## src/rtl/rhht_pkg.sv

```systemverilog
// Shared types and constants for the rectangle handle hit test pipeline.
package rhht_pkg;

  // Default coordinate width and the fixed field widths
  localparam int unsigned CoordWidthDef = 16;
  localparam int unsigned HsWidth       = 8;
  localparam int unsigned CodeWidth     = 4;
  localparam int unsigned RankWidth     = 2;

  localparam logic [HsWidth-1:0]   HsReset  = 8'd5;
  localparam logic [RankWidth-1:0] RankBox  = 2'd2;
  localparam logic [RankWidth-1:0] RankSpan = 2'd1;

  // Result codes
  typedef enum logic [CodeWidth-1:0] {
    HIT_NONE    = 4'd0,
    HIT_BODY    = 4'd1,
    HIT_HANDLE1 = 4'd2,
    HIT_HANDLE2 = 4'd3,
    HIT_HANDLE3 = 4'd4,
    HIT_HANDLE4 = 4'd5,
    HIT_LINE1   = 4'd6,
    HIT_LINE2   = 4'd7,
    HIT_LINE3   = 4'd8,
    HIT_LINE4   = 4'd9
  } hit_code_e;

  // Zone flags handed from the compare stage to the encoder
  typedef struct packed {
    logic [RankWidth-1:0] rank;
    logic                 hon;
    logic                 zero;
    logic                 near_xl;
    logic                 near_xr;
    logic                 near_yt;
    logic                 near_yb;
    logic                 in_x;
    logic                 in_y;
  } rhht_zone_t;

endpackage

```

## src/rtl/rhht_span.sv

```systemverilog
// Stage 1: far edges of the box, handle half-width and zero-size flag.
module rhht_span #(
  parameter int unsigned W = 16
) (
  input  logic                              clk_i,
  input  logic                              rst_ni,
  input  logic [rhht_pkg::HsWidth-1:0]      handle_size_i,
  input  logic                              valid_i,
  output logic                              ready_o,
  input  logic signed [W-1:0]               cursor_x_i,
  input  logic signed [W-1:0]               cursor_y_i,
  input  logic signed [W-1:0]               box_left_i,
  input  logic signed [W-1:0]               box_top_i,
  input  logic [W-2:0]                      box_width_i,
  input  logic [W-2:0]                      box_height_i,
  input  logic [rhht_pkg::RankWidth-1:0]    box_rank_i,
  input  logic                              handles_on_i,
  output logic                              valid_o,
  input  logic                              ready_i,
  output logic signed [W-1:0]               x_o,
  output logic signed [W-1:0]               y_o,
  output logic signed [W-1:0]               px_o,
  output logic signed [W-1:0]               py_o,
  output logic signed [W:0]                 xr_o,
  output logic signed [W:0]                 yb_o,
  output logic [rhht_pkg::HsWidth-1:0]      h_o,
  output logic [rhht_pkg::RankWidth-1:0]    rank_o,
  output logic                              hon_o,
  output logic                              zero_o
);
  import rhht_pkg::*;

  // Width wide enough for both a box size and the handle size
  localparam int unsigned MW = ((W - 1) > HsWidth) ? (W - 1) : HsWidth;

  logic [MW-1:0]       pw_m, ph_m, hs_m, wh_min, h_m;
  logic signed [W:0]   xr_d, yb_d;
  logic                valid_q;
  logic                load;

  // Handle half-width: smallest of width, height and handle size
  assign pw_m   = MW'(box_width_i);
  assign ph_m   = MW'(box_height_i);
  assign hs_m   = MW'(handle_size_i);
  assign wh_min = (pw_m < ph_m) ? pw_m : ph_m;
  assign h_m    = (hs_m < wh_min) ? hs_m : wh_min;

  // Right and bottom edges, one bit wider so nothing wraps
  assign xr_d = (W+1)'(box_left_i) + $signed((W+1)'(box_width_i));
  assign yb_d = (W+1)'(box_top_i)  + $signed((W+1)'(box_height_i));

  assign ready_o = !valid_q || ready_i;
  assign load    = valid_i && ready_o;
  assign valid_o = valid_q;

  always_ff @(posedge clk_i or negedge rst_ni) begin
    if (!rst_ni) begin
      valid_q <= 1'b0;
    end else if (ready_o) begin
      valid_q <= valid_i;
    end
  end

  // Payload register, no reset
  always_ff @(posedge clk_i) begin
    if (load) begin
      x_o    <= cursor_x_i;
      y_o    <= cursor_y_i;
      px_o   <= box_left_i;
      py_o   <= box_top_i;
      xr_o   <= xr_d;
      yb_o   <= yb_d;
      h_o    <= HsWidth'(h_m);
      rank_o <= box_rank_i;
      hon_o  <= handles_on_i;
      zero_o <= (box_width_i == '0) && (box_height_i == '0);
    end
  end

endmodule

```

## src/rtl/rhht_diff.sv

```systemverilog
// Stage 2: cursor offsets from the four box edges.
module rhht_diff #(
  parameter int unsigned W = 16
) (
  input  logic                              clk_i,
  input  logic                              rst_ni,
  input  logic                              valid_i,
  output logic                              ready_o,
  input  logic signed [W-1:0]               x_i,
  input  logic signed [W-1:0]               y_i,
  input  logic signed [W-1:0]               px_i,
  input  logic signed [W-1:0]               py_i,
  input  logic signed [W:0]                 xr_i,
  input  logic signed [W:0]                 yb_i,
  input  logic [rhht_pkg::HsWidth-1:0]      h_i,
  input  logic [rhht_pkg::RankWidth-1:0]    rank_i,
  input  logic                              hon_i,
  input  logic                              zero_i,
  output logic                              valid_o,
  input  logic                              ready_i,
  output logic signed [W+1:0]               dxl_o,
  output logic signed [W+1:0]               dxr_o,
  output logic signed [W+1:0]               dyt_o,
  output logic signed [W+1:0]               dyb_o,
  output logic [rhht_pkg::HsWidth-1:0]      h_o,
  output logic [rhht_pkg::RankWidth-1:0]    rank_o,
  output logic                              hon_o,
  output logic                              zero_o
);
  import rhht_pkg::*;

  logic valid_q;
  logic load;

  assign ready_o = !valid_q || ready_i;
  assign load    = valid_i && ready_o;
  assign valid_o = valid_q;

  always_ff @(posedge clk_i or negedge rst_ni) begin
    if (!rst_ni) begin
      valid_q <= 1'b0;
    end else if (ready_o) begin
      valid_q <= valid_i;
    end
  end

  // Offsets, two bits wider than a coordinate
  always_ff @(posedge clk_i) begin
    if (load) begin
      dxl_o  <= (W+2)'(x_i) - (W+2)'(px_i);
      dxr_o  <= (W+2)'(x_i) - (W+2)'(xr_i);
      dyt_o  <= (W+2)'(y_i) - (W+2)'(py_i);
      dyb_o  <= (W+2)'(y_i) - (W+2)'(yb_i);
      h_o    <= h_i;
      rank_o <= rank_i;
      hon_o  <= hon_i;
      zero_o <= zero_i;
    end
  end

endmodule

```

## src/rtl/rhht_zone.sv

```systemverilog
// Stage 3: handle-zone and inside tests on the edge offsets.
module rhht_zone #(
  parameter int unsigned W = 16
) (
  input  logic                              clk_i,
  input  logic                              rst_ni,
  input  logic                              valid_i,
  output logic                              ready_o,
  input  logic signed [W+1:0]               dxl_i,
  input  logic signed [W+1:0]               dxr_i,
  input  logic signed [W+1:0]               dyt_i,
  input  logic signed [W+1:0]               dyb_i,
  input  logic [rhht_pkg::HsWidth-1:0]      h_i,
  input  logic [rhht_pkg::RankWidth-1:0]    rank_i,
  input  logic                              hon_i,
  input  logic                              zero_i,
  output logic                              valid_o,
  input  logic                              ready_i,
  output rhht_pkg::rhht_zone_t              zone_o
);
  import rhht_pkg::*;

  logic signed [W+1:0] hx, hx_neg;
  rhht_zone_t          zone_d;
  logic                valid_q;
  logic                load;

  assign hx     = $signed((W+2)'(h_i));
  assign hx_neg = -hx;

  // Open window of half-width h around each edge, closed box span
  always_comb begin
    zone_d.rank    = rank_i;
    zone_d.hon     = hon_i;
    zone_d.zero    = zero_i;
    zone_d.near_xl = (dxl_i > hx_neg) && (dxl_i < hx);
    zone_d.near_xr = (dxr_i > hx_neg) && (dxr_i < hx);
    zone_d.near_yt = (dyt_i > hx_neg) && (dyt_i < hx);
    zone_d.near_yb = (dyb_i > hx_neg) && (dyb_i < hx);
    zone_d.in_x    = !dxl_i[W+1] && ((dxr_i == '0) || dxr_i[W+1]);
    zone_d.in_y    = !dyt_i[W+1] && ((dyb_i == '0) || dyb_i[W+1]);
  end

  assign ready_o = !valid_q || ready_i;
  assign load    = valid_i && ready_o;
  assign valid_o = valid_q;

  always_ff @(posedge clk_i or negedge rst_ni) begin
    if (!rst_ni) begin
      valid_q <= 1'b0;
    end else if (ready_o) begin
      valid_q <= valid_i;
    end
  end

  always_ff @(posedge clk_i) begin
    if (load) begin
      zone_o <= zone_d;
    end
  end

endmodule

```

## src/rtl/rhht_encode.sv

```systemverilog
// Stage 4: priority encoder into the output register.
module rhht_encode (
  input  logic                              clk_i,
  input  logic                              rst_ni,
  input  logic                              valid_i,
  output logic                              ready_o,
  input  rhht_pkg::rhht_zone_t              zone_i,
  output logic                              valid_o,
  input  logic                              ready_i,
  output rhht_pkg::hit_code_e               code_o
);
  import rhht_pkg::*;

  hit_code_e code_d;
  logic      r2;
  logic      body;
  logic      valid_q;
  logic      load;

  assign r2   = (zone_i.rank == RankBox);
  assign body = (r2 && zone_i.in_x && zone_i.in_y)
             || ((zone_i.rank == RankSpan) && zone_i.in_x);

  // Zero-size box first, then corners, then side lines; span reports corners as lines
  always_comb begin
    code_d = body ? HIT_BODY : HIT_NONE;
    if (body && zone_i.hon) begin
      priority if (zone_i.zero) begin
        code_d = r2 ? HIT_HANDLE3 : HIT_LINE2;
      end else if (zone_i.near_xl && zone_i.near_yt) begin
        code_d = r2 ? HIT_HANDLE1 : HIT_LINE1;
      end else if (zone_i.near_xr && zone_i.near_yt) begin
        code_d = r2 ? HIT_HANDLE2 : HIT_LINE2;
      end else if (zone_i.near_xr && zone_i.near_yb) begin
        code_d = r2 ? HIT_HANDLE3 : HIT_LINE2;
      end else if (zone_i.near_xl && zone_i.near_yb) begin
        code_d = r2 ? HIT_HANDLE4 : HIT_LINE1;
      end else if (zone_i.near_xl && zone_i.in_y) begin
        code_d = HIT_LINE1;
      end else if (zone_i.near_xr && zone_i.in_y) begin
        code_d = HIT_LINE2;
      end else if (r2 && zone_i.near_yt && zone_i.in_x) begin
        code_d = HIT_LINE3;
      end else if (r2 && zone_i.near_yb && zone_i.in_x) begin
        code_d = HIT_LINE4;
      end else begin
        code_d = HIT_BODY;
      end
    end
  end

  assign ready_o = !valid_q || ready_i;
  assign load    = valid_i && ready_o;
  assign valid_o = valid_q;

  always_ff @(posedge clk_i or negedge rst_ni) begin
    if (!rst_ni) begin
      valid_q <= 1'b0;
    end else if (ready_o) begin
      valid_q <= valid_i;
    end
  end

  always_ff @(posedge clk_i) begin
    if (load) begin
      code_o <= code_d;
    end
  end

  // Unused ranks never hit anything
  assert property (@(posedge clk_i) disable iff (!rst_ni)
    (load && (zone_i.rank != RankBox) && (zone_i.rank != RankSpan))
      |=> (code_o == HIT_NONE))
    else $error("hit on unused rank");

  // With handles off only body or none comes out
  assert property (@(posedge clk_i) disable iff (!rst_ni)
    (load && !zone_i.hon) |=> ((code_o == HIT_NONE) || (code_o == HIT_BODY)))
    else $error("handle code with handles off");

  // A span never reports a corner handle or a top or bottom line
  assert property (@(posedge clk_i) disable iff (!rst_ni)
    (load && (zone_i.rank == RankSpan))
      |=> ((code_o != HIT_HANDLE1) && (code_o != HIT_HANDLE2)
        && (code_o != HIT_HANDLE3) && (code_o != HIT_HANDLE4)
        && (code_o != HIT_LINE3) && (code_o != HIT_LINE4)))
    else $error("2-D code on span");

  // Outside the x span nothing but none
  assert property (@(posedge clk_i) disable iff (!rst_ni)
    (load && !zone_i.in_x) |=> (code_o == HIT_NONE))
    else $error("hit outside x span");

endmodule

```

## src/rtl/rect_handle_hit_test_unit.sv

```systemverilog
// Top level of the rectangle handle hit test: ports, register and pipeline.
//
//   channel   dir  beat holds
//   s_axis    in   cursor point, box corner and size (tdata); rank, handles flag (tuser)
//   m_axis    out  hit code (tdata)
//   cfg       in   handle size, always ready
//
// Four register stages: edges and half-width, edge offsets, zone tests,
// encoder. One beat is taken every cycle unless downstream stalls.
// Each stage holds its beat while downstream stalls and accepts a new
// beat whenever it is empty or draining, so bubbles close up.
// Reset clears the valid bits and sets the handle size to 5.
module rect_handle_hit_test_unit #(
  parameter int unsigned COORD_WIDTH = rhht_pkg::CoordWidthDef
) (
  input  logic                                   clk_i,
  input  logic                                   rst_ni,
  // configuration write
  input  logic                                   cfg_valid_i,
  output logic                                   cfg_ready_o,
  input  logic [rhht_pkg::HsWidth-1:0]           cfg_data_i,
  // query stream
  input  logic                                   s_axis_tvalid,
  output logic                                   s_axis_tready,
  // cursor_x, cursor_y, box_left, box_top, box_width, box_height, zero pad
  input  logic [((6*COORD_WIDTH-2+7)/8)*8-1:0]   s_axis_tdata,
  // box_rank, handles_on
  input  logic [2:0]                             s_axis_tuser,
  // result stream
  output logic                                   m_axis_tvalid,
  input  logic                                   m_axis_tready,
  // hit_code, zero pad
  output logic [7:0]                             m_axis_tdata
);
  import rhht_pkg::*;

  localparam int unsigned W = COORD_WIDTH;

  logic [HsWidth-1:0] handle_size_q;

  // Unpacked query fields
  logic signed [W-1:0] cursor_x, cursor_y, box_left, box_top;
  logic [W-2:0]        box_width, box_height;

  // Stage 1 outputs
  logic                 s1_valid, s1_ready;
  logic signed [W-1:0]  s1_x, s1_y, s1_px, s1_py;
  logic signed [W:0]    s1_xr, s1_yb;
  logic [HsWidth-1:0]   s1_h;
  logic [RankWidth-1:0] s1_rank;
  logic                 s1_hon, s1_zero;

  // Stage 2 outputs
  logic                 s2_valid, s2_ready;
  logic signed [W+1:0]  s2_dxl, s2_dxr, s2_dyt, s2_dyb;
  logic [HsWidth-1:0]   s2_h;
  logic [RankWidth-1:0] s2_rank;
  logic                 s2_hon, s2_zero;

  // Stage 3 outputs
  logic                 s3_valid, s3_ready;
  rhht_zone_t           s3_zone;

  hit_code_e            code;

  // Handle size register
  assign cfg_ready_o = 1'b1;

  always_ff @(posedge clk_i or negedge rst_ni) begin
    if (!rst_ni) begin
      handle_size_q <= HsReset;
    end else if (cfg_valid_i) begin
      handle_size_q <= cfg_data_i;
    end
  end

  // Field unpacking, lowest field first
  assign cursor_x   = s_axis_tdata[W-1:0];
  assign cursor_y   = s_axis_tdata[2*W-1:W];
  assign box_left   = s_axis_tdata[3*W-1:2*W];
  assign box_top    = s_axis_tdata[4*W-1:3*W];
  assign box_width  = s_axis_tdata[5*W-2:4*W];
  assign box_height = s_axis_tdata[6*W-3:5*W-1];

  rhht_span #(.W(W)) u_span (
    .clk_i         (clk_i),
    .rst_ni        (rst_ni),
    .handle_size_i (handle_size_q),
    .valid_i       (s_axis_tvalid),
    .ready_o       (s_axis_tready),
    .cursor_x_i    (cursor_x),
    .cursor_y_i    (cursor_y),
    .box_left_i    (box_left),
    .box_top_i     (box_top),
    .box_width_i   (box_width),
    .box_height_i  (box_height),
    .box_rank_i    (s_axis_tuser[1:0]),
    .handles_on_i  (s_axis_tuser[2]),
    .valid_o       (s1_valid),
    .ready_i       (s1_ready),
    .x_o           (s1_x),
    .y_o           (s1_y),
    .px_o          (s1_px),
    .py_o          (s1_py),
    .xr_o          (s1_xr),
    .yb_o          (s1_yb),
    .h_o           (s1_h),
    .rank_o        (s1_rank),
    .hon_o         (s1_hon),
    .zero_o        (s1_zero)
  );

  rhht_diff #(.W(W)) u_diff (
    .clk_i   (clk_i),
    .rst_ni  (rst_ni),
    .valid_i (s1_valid),
    .ready_o (s1_ready),
    .x_i     (s1_x),
    .y_i     (s1_y),
    .px_i    (s1_px),
    .py_i    (s1_py),
    .xr_i    (s1_xr),
    .yb_i    (s1_yb),
    .h_i     (s1_h),
    .rank_i  (s1_rank),
    .hon_i   (s1_hon),
    .zero_i  (s1_zero),
    .valid_o (s2_valid),
    .ready_i (s2_ready),
    .dxl_o   (s2_dxl),
    .dxr_o   (s2_dxr),
    .dyt_o   (s2_dyt),
    .dyb_o   (s2_dyb),
    .h_o     (s2_h),
    .rank_o  (s2_rank),
    .hon_o   (s2_hon),
    .zero_o  (s2_zero)
  );

  rhht_zone #(.W(W)) u_zone (
    .clk_i   (clk_i),
    .rst_ni  (rst_ni),
    .valid_i (s2_valid),
    .ready_o (s2_ready),
    .dxl_i   (s2_dxl),
    .dxr_i   (s2_dxr),
    .dyt_i   (s2_dyt),
    .dyb_i   (s2_dyb),
    .h_i     (s2_h),
    .rank_i  (s2_rank),
    .hon_i   (s2_hon),
    .zero_i  (s2_zero),
    .valid_o (s3_valid),
    .ready_i (s3_ready),
    .zone_o  (s3_zone)
  );

  rhht_encode u_encode (
    .clk_i   (clk_i),
    .rst_ni  (rst_ni),
    .valid_i (s3_valid),
    .ready_o (s3_ready),
    .zone_i  (s3_zone),
    .valid_o (m_axis_tvalid),
    .ready_i (m_axis_tready),
    .code_o  (code)
  );

  assign m_axis_tdata = {4'b0000, code};

endmodule
```

## config.mk

```make
export PLATFORM = sky130hd
export DESIGN_NAME = rect_handle_hit_test_unit
export DESIGN_NICKNAME = d
export VERILOG_FILES = /design/src/rtl/rhht_pkg.sv /design/src/rtl/rhht_span.sv /design/src/rtl/rhht_diff.sv /design/src/rtl/rhht_zone.sv /design/src/rtl/rhht_encode.sv /design/src/rtl/rect_handle_hit_test_unit.sv
export SDC_FILE = /design/constraint.sdc
export NUM_CORES = 1
export LEC_CHECK = 0
export BUFFER_PORTS_ARGS = -buffer_cell sky130_fd_sc_hd__clkbuf_2
export CAP_MARGIN = 20
export CORE_AREA = 2 2 252 254
export CTS_CLUSTER_SIZE = 40
export DETAILED_ROUTE_END_ITERATION = 6
export DIE_AREA = 0 0 254 256
export GPL_TIMING_DRIVEN = 0
export HOLD_SLACK_MARGIN = 0.15
export PLACE_DENSITY = 0.47
export SYNTH_ARGS = -nofsm -noshare
export SYNTH_HDL_FRONTEND = slang
export SYNTH_HIERARCHICAL = 1
export SYNTH_SLANG_ARGS = --single-unit
```

## constraint.sdc

```tcl
create_clock -name clk_i -period 11.41 [get_ports clk_i]
set_input_delay 2.282 -clock clk_i [delete_from_list [all_inputs] [get_ports clk_i]]
set_output_delay 2.282 -clock clk_i [all_outputs]
set_load 0.1 [all_outputs]
```

# Word level (Yosys, flattened, before mapping)
# Cells that the tools add are included.
# Widths: inputs -> output; s select.
# classes
n_addsub,7
n_lt_le_gt_ge,10
eq_ne,2
mux,17
reduce_logical,42
# ops
operator,count
$gt 18x18->1,4
$lt 18x9->1,4
$mux 4,10
$logic_not 18->1,2
$sub 16x17->18,2
$add 16x16->17,2
$sub 16x16->17,2
$logic_not 15->1,2
$logic_and 1x1->1,25
$neg 8->18,1
$lt 15x15->1,1
$lt 8x15->1,1
$mux 15,1
$mux 8,1
$logic_or 1x1->1,7
$logic_not 1->1,6
$mux 3,2
$mux 2,2
$eq 2x1->1 const B,1
$eq 2x2->1 const B,1
$mux 1,1
# totals
regBits,220
in_bits,112
out_inout_bits,11
word_cells,111

# Longest topological paths before layout
# depth
ltp_word,13
ltp_mapped,17
ltp_nobuf,16

# Hierarchy
# The synthesis kept the hierarchy.
# modules_own_cells
module,n_inst,cells_per_inst,area_each_um2,seq_area_each_um2
rhht_diff,1,598,5963.2,2487.4
rhht_span,1,415,5547.8,3328.2
rhht_zone,1,366,3254.4,325.3
rect_handle_hit_test_unit,1,24,379.1,202.7
rhht_encode,1,38,345.3,145.1

# Worst setup path before layout
# No wires, ideal clock.
# synth_timing
path_kind,input -> register
start,input port m_axis_tready
end,register u_span/h_o[0] (netlist bit) (enable)
setup_time_ns,0.481
arrival_ns,6.124
required_time_ns,10.929
path_slack_ns,4.805
path_stages,5
path_buffers,0
path_cell_list,nand2b_1 -> nand2b_1 -> nand2b_1 -> nand2b_1 -> and2_1
# synth_between
elab_chain_cells,5
# synth_lines
item,line,rtl
start: declaration,rect_handle_hit_test_unit.sv:31,"input logic m_axis_tready,"
$logic_or 1x1->1,rhht_encode.sv:52,assign ready_o = !valid_q || ready_i;
$logic_or 1x1->1,rhht_zone.sv:44,assign ready_o = !valid_q || ready_i;
via s2_ready,rect_handle_hit_test_unit.sv:54,"logic s2_valid, s2_ready;"
$logic_or 1x1->1,rhht_diff.sv:35,assign ready_o = !valid_q || ready_i;
via s1_ready,rect_handle_hit_test_unit.sv:46,"logic s1_valid, s1_ready;"
$logic_or 1x1->1,rhht_span.sv:52,assign ready_o = !valid_q || ready_i;
via s_axis_tready,rect_handle_hit_test_unit.sv:24,"output logic s_axis_tready,"
$logic_and 1x1->1,rhht_span.sv:53,assign load = valid_i && ready_o;
via u_span.load,rhht_span.sv:39,logic load;
end signal: assignment,rhht_span.sv:73,h_o <= HsWidth'(h_m);
end: declaration,rhht_span.sv:26,"output logic [rhht_pkg::HsWidth-1:0] h_o,"
# The timed path passes the listed nets, and every way through them passes these cells.
# A chain may end at the register's enable or synchronous reset.

# Worst setup path after layout
# layout_timing
start,input port m_axis_tready
end,output port s_axis_tready
# layout_between
elab_chain_cells,4
# layout_lines
item,line,rtl
$logic_or 1x1->1,rhht_encode.sv:52,
via s3_ready,rect_handle_hit_test_unit.sv:61,"logic s3_valid, s3_ready;"
$logic_or 1x1->1,rhht_zone.sv:44,
via s2_ready,rect_handle_hit_test_unit.sv:54,
$logic_or 1x1->1,rhht_diff.sv:35,
via s1_ready,rect_handle_hit_test_unit.sv:46,
$logic_or 1x1->1,rhht_span.sv:52,
end: declaration,rect_handle_hit_test_unit.sv:24,
# The timed path passes the listed nets, and every way through them passes these cells.

==> qor.yml <==
clock_network:
  cts-buffers-inserted: 26
  cts_tree: "done"
  cts_setup_buffers: 0
  clock-sinks: 218
  cts.repair.resized: 0
  clk_path_buf_depth: 3
  cts-htree-levels: 1
  clk_latency_ps: 550
  clock_tree.root_cell: "clkbuf_16"
  clk_pin_slew_ps: 60
  cts_hold_buffers: 0
routing:
  highest_metal_used: "met5"
  detail_route.wirelength.met1_mm: 19.5
  detail_route.iter0.violations: 764
  wl_met3_mm: 1.88
  routedWlPerCell_microns: 17.0
  drt-total-wl_mm: 41.8
  ant_nets: 0
  via_per_inst: 4.62
  dr.pass1.iters: 5
  num_vias: 11400
  remaining_drc_errors: 0
  met2RoutedLength_mm: 19.7
die:
  design.portCount: 123
  design.die.area_sq_um: 65000
  placement_rows: 92
  die-height_microns: 256
  floorplan.initialDensity_pct: 24.8
  floorplan.core_area_sq_um: 62400
  die_w_microns: 254
layout:
  multiInputGateArea_sq_um: 8330
  postLayoutCoreUtil_pct: 29.0
  layout-drive-gt1-share_pct: 14.0
  nets: 1906
  area_delta_synth_final_pct: 16.9
  area.sequential_sq_um: 6490
  num-fill-cells: 6502
worst_hold_path:
  hold-path-endpoint: "u_zone/zone_o[8]"
  min_path_type: "reg -> reg"
  hp-start: "u_diff/rank_o[0]"
  hold_depth: 0
synthesis:
  fraction_of_synthesized_cell_area_taken_by_the_top_area_cell_type_pct: 39.9
  synthDistinctLibCells: 97
  yosys_warnings: 6
  count_of_flip_flops_with_a_built_in_enable_after_synthesis: 206
  yosys-top-cells-area: "edfxtp_1 (40%), ha_1 (16%), inv_1 (3.7%), xnor2_1 (3.0%), a21oi_1 (2.8%)"
  synth_top_cell_by_area: "edfxtp_1"
  ys_top_cells_by_count: "edfxtp_1 (206), ha_1 (198), inv_1 (151)"
  synth.ff_latch_count: 218
  post_synth_inst_count: 1441
  synth.yosys.seq_area_share_pct: 41.9
  post-synth-top-count-cell: "edfxtp_1"
  synth_ff_type: "edfxtp_1"
  async_flop_share_pct: 5.50
  syn-cell-area_sq_um: 15500
  syn_area_per_cell_sq_um: 10.7
setup_path:
  worstReg2RegStart: "u_diff/h_o[1]"
  max_stage_delay_ps: 410
  startpoint_kind_of_the_worst_setup_timing_path: "input port"
  crit_fanout: 3
  crit_type: "in -> out"
  critical_path.startpoint: "m_axis_tready"
  timing.critical_path.slowest_stage_cell: "clkbuf_2"
  worst_r2r_path_depth: 13
  timing.critical_path.mode_cell: "nand2b_1"
  worst_setup_path_end_kind: "output port"
  worst_path_cell_trace: "clkbuf_2 > nand2b_1 > nand2b_1 > nand2b_1 > nand2b_1 > clkbuf_2"
  worst-path-buf-inv: 2
  r2r_end: "u_zone/zone_o[4]"
  arrival_ps: 3520
  reg2reg_setup_slack_ps: 7110
  timing.critical_path.max_delay_family: "simple AND/OR/NAND/NOR gates"
  timing.critical_path.required_ps: 9130
sta:
  fmax_mhz: 172
  layout_min_cycle_time_ps: 5800
  rsz_0062_raised_after_global_routing: "no"
  worst_slew_pin_slew_ps: 822
  report.final.setup_viol: 0
  finalCritPeriodShare_pct: 50.9
  timing_max_transition_violations_final: 0
  hold_ws_ps: 417
  fin_ws_ps: 5610
  slew_headroom_pct: 45.0
  report.final.hold_viol_count: 0
  setup-tns-final_ps: 0
  clock-skew-final_ps: 15.1
global_route:
  grt_first_pass_wirelength_mm: 65.1
  initial_antenna_violation_count: 3
  grt.overflow.total: 0
  maximum_number_of_pins_on_one_net_before_global_route_repair: 61
  grt_pass1_vias: 11200
  grt_util_all_layers_pct: 12.8
power_and_ir_drop:
  ir_worst_vdd_v: 0.0000994
  total_power_density_per_cell_area_nw_per_um2: 152
  p_leak_uw: 0.00767
  overall_power_uw: 2750
run_status:
  result_of_the_run: "finished clean"
placed_design:
  gp_routability_congestion: 0.843
  count_of_port_buffers_added_during_placement: 114
  hpwl_after_detailed_placement_mm: 34.4
  detailedPlace.worstSlack_ps: 5160
flow_run:
  cap_violations: 0
-- layout by cell type, fill, tap and decap left out, types with 10 or more instances in the layout --
cell / n
o21a_1: 33
clkbuf_2: 114
nor2b_1: 20
xor2_1: 20
edfxtp_1: 206
nand3_1: 26
nor3_1: 22
or3_1: 10
a31oi_1: 14
nor4_1: 21
and2_1: 10
o31ai_1: 14
inv_1: 151
mux2i_1: 15
a21oi_1: 88
nand2b_1: 24
dfrtp_1: 10
o211ai_1: 12
a211oi_1: 22
clkbuf_16: 27
xnor2_1: 53
ha_1: 198
nand4_1: 22
nand2_1: 74
nor2_1: 87
o21ai_0: 63
a21o_1: 33
-- flip-flops by register name, indices dropped and copies added (netlist names), 2 cells and up --
signal,cells
u_diff/dxr_o,18
u_diff/dyb_o,18
u_diff/dxl_o,17
u_diff/dyt_o,17
u_span/xr_o,17
u_span/yb_o,17
u_span/px_o,16
u_span/py_o,16
u_span/x_o,16
u_span/y_o,16
u_zone/zone_o,10
handle_size_q,8
u_diff/h_o,8
u_span/h_o,8
u_encode/code_o,4
u_diff/rank_o,2
u_span/rank_o,2
-- through the flow --
stage               std cells  area (sq um)
finish                   2457         18100
global route             2456         18100
CTS                      2456         18100
detailed placement       2408         17200
global placement         2404         17100
floorplan                1444         15500
-- worst reg2reg max path, stage by stage (launching register included) --
cell and delay, ps:
edfxtp_1 470, inv_1 240, ha_1 250, or3b_1 510
nor2_1 610, buf_6 230, ha_1 150, nand4_1 110
nor2_1 240, nand4_1 160, a2111oi_0 580, a31o_2 260
a31oi_1 50, mux2i_1 170
-- report_power, final --
part / switching (uW) / leakage [uW] / total (uW) / internal (uW)
logic: 448 / 0.00509 / 769 / 321
registers: 85.1 / 0.00214 / 1110 / 1030
clock network: 340 / 0.000442 / 866 / 526
total: 873 / 0.00767 / 2750 / 1880
-- worst max-delay path by stage --
stage | endpoint | slack (ps) | cells past startpoint
5_1_grt | u_span/h_o[1] | 5480 | 16
3_5_place_dp | u_span/h_o[1] | 5160 | 15
3_3_place_gp | u_span/px_o[13] | 3900 | 6
4_1_cts | s_axis_tready | 5590 | 6
6_report | s_axis_tready | 5610 | 6
2_1_floorplan | u_span/h_o[0] | 4800 | 5
-- per-layer routing --
layer,up-vias,global-route usage [%]
met5,-,0
met1,5354,17.3
met4,4,3.01
met3,47,1.98
met2,221,21.5
li1,5725,-
-- final cells by class --
class	instances	area share (%)
Antenna cell	1	0.0138
Buffer	17	0.670
Clock buffer	31	3.81
Clock inverter	17	1.14
Inverter	151	3.13
Multi-Input combinational cell	1058	46.0
Sequential cell	218	35.8
Tap cell	846	5.84
Timing Repair Buffer	118	3.59
-- cells by family (layout without fill, tap and decap cells) --
family / after synthesis / in the layout / share of synthesized area [%]
AOI/OAI and AO/OA: 376 / 376 / 17.0
and+or+nand+nor: 364 / 364 / 12.4
DFF: 218 / 218 / 41.9
adders and majority gates: 206 / 206 / 16.9
buffers and inverters: 168 / 334 / 4.44
xor gates and xnor gates: 82 / 82 / 5.44
muxes: 25 / 25 / 1.89
other: 2 / 6 / 0.0485
Note: power is estimated with default switching activity, not from simulation.
